### config.mk
export PLATFORM = sky130hd
export DESIGN_NAME = dtmh_ram
export DESIGN_NICKNAME = d
export VERILOG_FILES = /design/src/rtl/dtmh_ram.sv
export SDC_FILE = /design/constraint.sdc
export NUM_CORES = 1
export LEC_CHECK = 0
export BUFFER_PORTS_ARGS = -buffer_cell sky130_fd_sc_hd__buf_2
export CAP_MARGIN = 10
export CORE_MARGIN = 2
export CORE_UTILIZATION = 60
export CTS_BUF_LIST = sky130_fd_sc_hd__clkbuf_8 sky130_fd_sc_hd__clkbuf_16
export DETAILED_ROUTE_END_ITERATION = 7
export GPL_TIMING_DRIVEN = 1
export HOLD_SLACK_MARGIN = 0.06
export PLACE_DENSITY = 0.82
export SYNTH_ARGS = -nofsm -noshare
export SYNTH_HDL_FRONTEND = slang
export SYNTH_SLANG_ARGS = --single-unit
export TNS_END_PERCENT = 10
### constraint.sdc
create_clock -name clk_i -period 2.3 [get_ports clk_i]
set_input_delay 0.23 -clock clk_i [delete_from_list [all_inputs] [get_ports clk_i]]
set_output_delay 0.23 -clock clk_i [all_outputs]
set_load 0.02 [all_outputs]
### src/rtl/dtmh_ram.sv
// Generic single-port RAM with registered read.
`timescale 1ns / 1ps
module dtmh_ram #(
  parameter int unsigned Width = 8,
  parameter int unsigned Depth = 16
) (
  input  logic                     clk_i,
  input  logic                     we_i,
  input  logic [$clog2(Depth)-1:0] addr_i,
  input  logic [Width-1:0]         wdata_i,
  output logic [Width-1:0]         rdata_o
);
  logic [Width-1:0] mem_q [Depth];
  always_ff @(posedge clk_i) begin
    if (we_i) mem_q[addr_i] <= wdata_i;
    rdata_o <= mem_q[addr_i];
  end
endmodule

==> results.toml <==
[cts]
clockBufferDepth = 2
cts_hold_buf = 0
ctsResizeCount = 0
numCtsBuffers = 17
post_cts_buffers = 0
cts_tree = "done"
clockRootBuffer = "clkbuf_8"
cts.sinks = 136
clk_pin_slew_ns = 0.06
htree_levels = 4
clk_latency_ns = 0.53

[timing]
fmax_ghz = 0.6941
tightest_slew_ns = 0.7030
fin_hold_ws_ns = 0.08528
rsz0062_at_grt = "no"
skew_ns = 0.006430
fin_tns_setup_ns = 0
slew_headroom_pct = 53.03
min_period_ns = 1.441
final.period_utilization_pct = 62.64
slew_violations = 0
finalHoldViolCount = 0
setup_viol = 0

[setup_path]
startpoint = "mem_q[3][5]"
critPathKind = "register to register"
end_kind = "register"
r2r-start = "mem_q[3][5]"
worstPathArrival_ns = 1.84
cp.required_ns = 2.70
critPathMaxFanout = 1
r2r_slack_ns = 0.86
reg2reg_depth = 3
setup.worst_path.start_class = "register"

[detailed_routing]
num_vias = 2491
drt-initial-drc-count = 244
wl_per_cell_microns = 24.35
drcViolationCount = 0
vias_per_cell = 6.151
routed_wl_mm = 9.860
ant_nets = 0
first_pass_iters = 5

[finish]
layout-drive-gt1-share_pct = 37.00
antennaDiodeCount = 0
mostFrequentLayoutCell = "edfxtp_1"
fin_util_pct = 73.82
final_nets = 301
final-instance-count-excl-fill = 405
area_growth_syn_to_layout_pct = 19.70
final_cell_mix = "edfxtp_1, mux4_2, buf_4, buf_2"

[global_route]
grt_pass1_vias = 2590
grt_overflow = 0
grt_pass1_wl_mm = 14.75
antenna_found_initial = 0
grt_usage_pct = 24.11
grt_max_degree = 40

[synthesis]
ys_ff_latch = 136
syn_inst = 230
yosysTopAreaCell = "edfxtp_1"
syn-num-nets = 244
synth_cell_types = 18
ys_seq_area_share_pct = 79.01
yosys-top-cells-area = "edfxtp_1, mux4_2, dfxtp_1"
netlist_area_sq_mm = 0.005067
yosysWarnings = 0
syn_avg_cell_area_sq_um = 22.03
synth.top_cell.area_share_pct = 75.85

[die]
core_sq_mm = 0.008217
io_pins = 22
die_area_sq_mm = 0.009197
start_util_pct = 61.67
die_w_microns = 95.90
num_rows = 33
die_y_microns = 95.90

[pwr]
power.total_mw = 5.681
power_density_mw_per_mm2 = 936.6
p_leak_nw = 2.052
peakVddDrop_uv = 496.3

[outcome]
status = "complete, no violations"

[flow_run]
max_cap_viol_count = 0

[min_path]
worstHoldStart = "wdata_i[1]"
worstHoldPathType = "input port to register"
hold_depth = 1

[placement]
gp_congestion = 0.7649
placedCellCount = 373
dp_hpwl_mm = 6.144
portBuffers = 21
==> cell families (layout without fill, tap and decap cells) <==
logic type             Yosys count  after routing  synth area share (%)
flip-flops                     136            136                 79.01
AND/OR/NAND/NOR                 35             35                 3.210
multiplexers                    32             32                 14.22
AO/OA/AOI/OAI                   16             16                 2.370
buffers and inverters           11             81                 1.185
==> through the flow <==
stage | area [sq um] | worst slack (ns)
2_1_floorplan | 5067 | 0.5770
6_report | 6066 | 0.8592
3_5_place_dp | 5492 | 0.5369
4_1_cts | 6066 | 0.9110
5_1_grt | 6066 | 0.8474
3_3_place_gp | 5492 | 0.5731
==> sequential cells by signal (all words and copies together) (netlist names) <==
signal,flops
mem_q,128
rdata_o,8
==> cells in the mapped netlist (all sizes together) <==
library cell	instances
nand3b	2
mux4	32
a22oi	16
dfxtp	8
buf	8
and2	1
edfxtp	128
nor3	4
nand3	1
nand2b	2
nand2	9
or3b	1
nor2	13
nor2b	2
clkbuf	3
==> critical path: stages (launching register included) <==
cell,delay [ns]
edfxtp_1,0.38
mux4_2,0.52
a22oi_1,0.32
nand2_1,0.10
==> layer usage <==
layer | track usage, % | wire length [microns]
met1 | 30.64 | 3927
met2 | 37.94 | 4946
met3 | 8.927 | 739
met4 | 10.12 | 247
met5 | 0 | 0
==> layout make-up <==
class,count,area (sq um)
Tap cell,105,131.4
Timing Repair Buffer,49,352.8
Fill cell,444,2151
Multi-Input combinational cell,83,1003
Sequential cell,136,4004
Clock buffer,17,414.1
Clock inverter,15,160.2
==> report_power, final <==
part           leakage [nW]  total, mW  internal, mW  switching, mW
combinational         0.557      0.283         0.117          0.166
sequential             1.22       2.79          2.77         0.0179
clock                 0.272       2.61          1.63          0.980
total                  2.05       5.68          4.52           1.16
==> path summary, 6_finish.rpt <==
check                                    end
worst max-delay path              rdata_o[5]
worst min-delay path            mem_q[12][1]
worst max register to register    rdata_o[5]
worst min register to register    rdata_o[4]
Note: power is estimated with default switching activity, not from simulation.
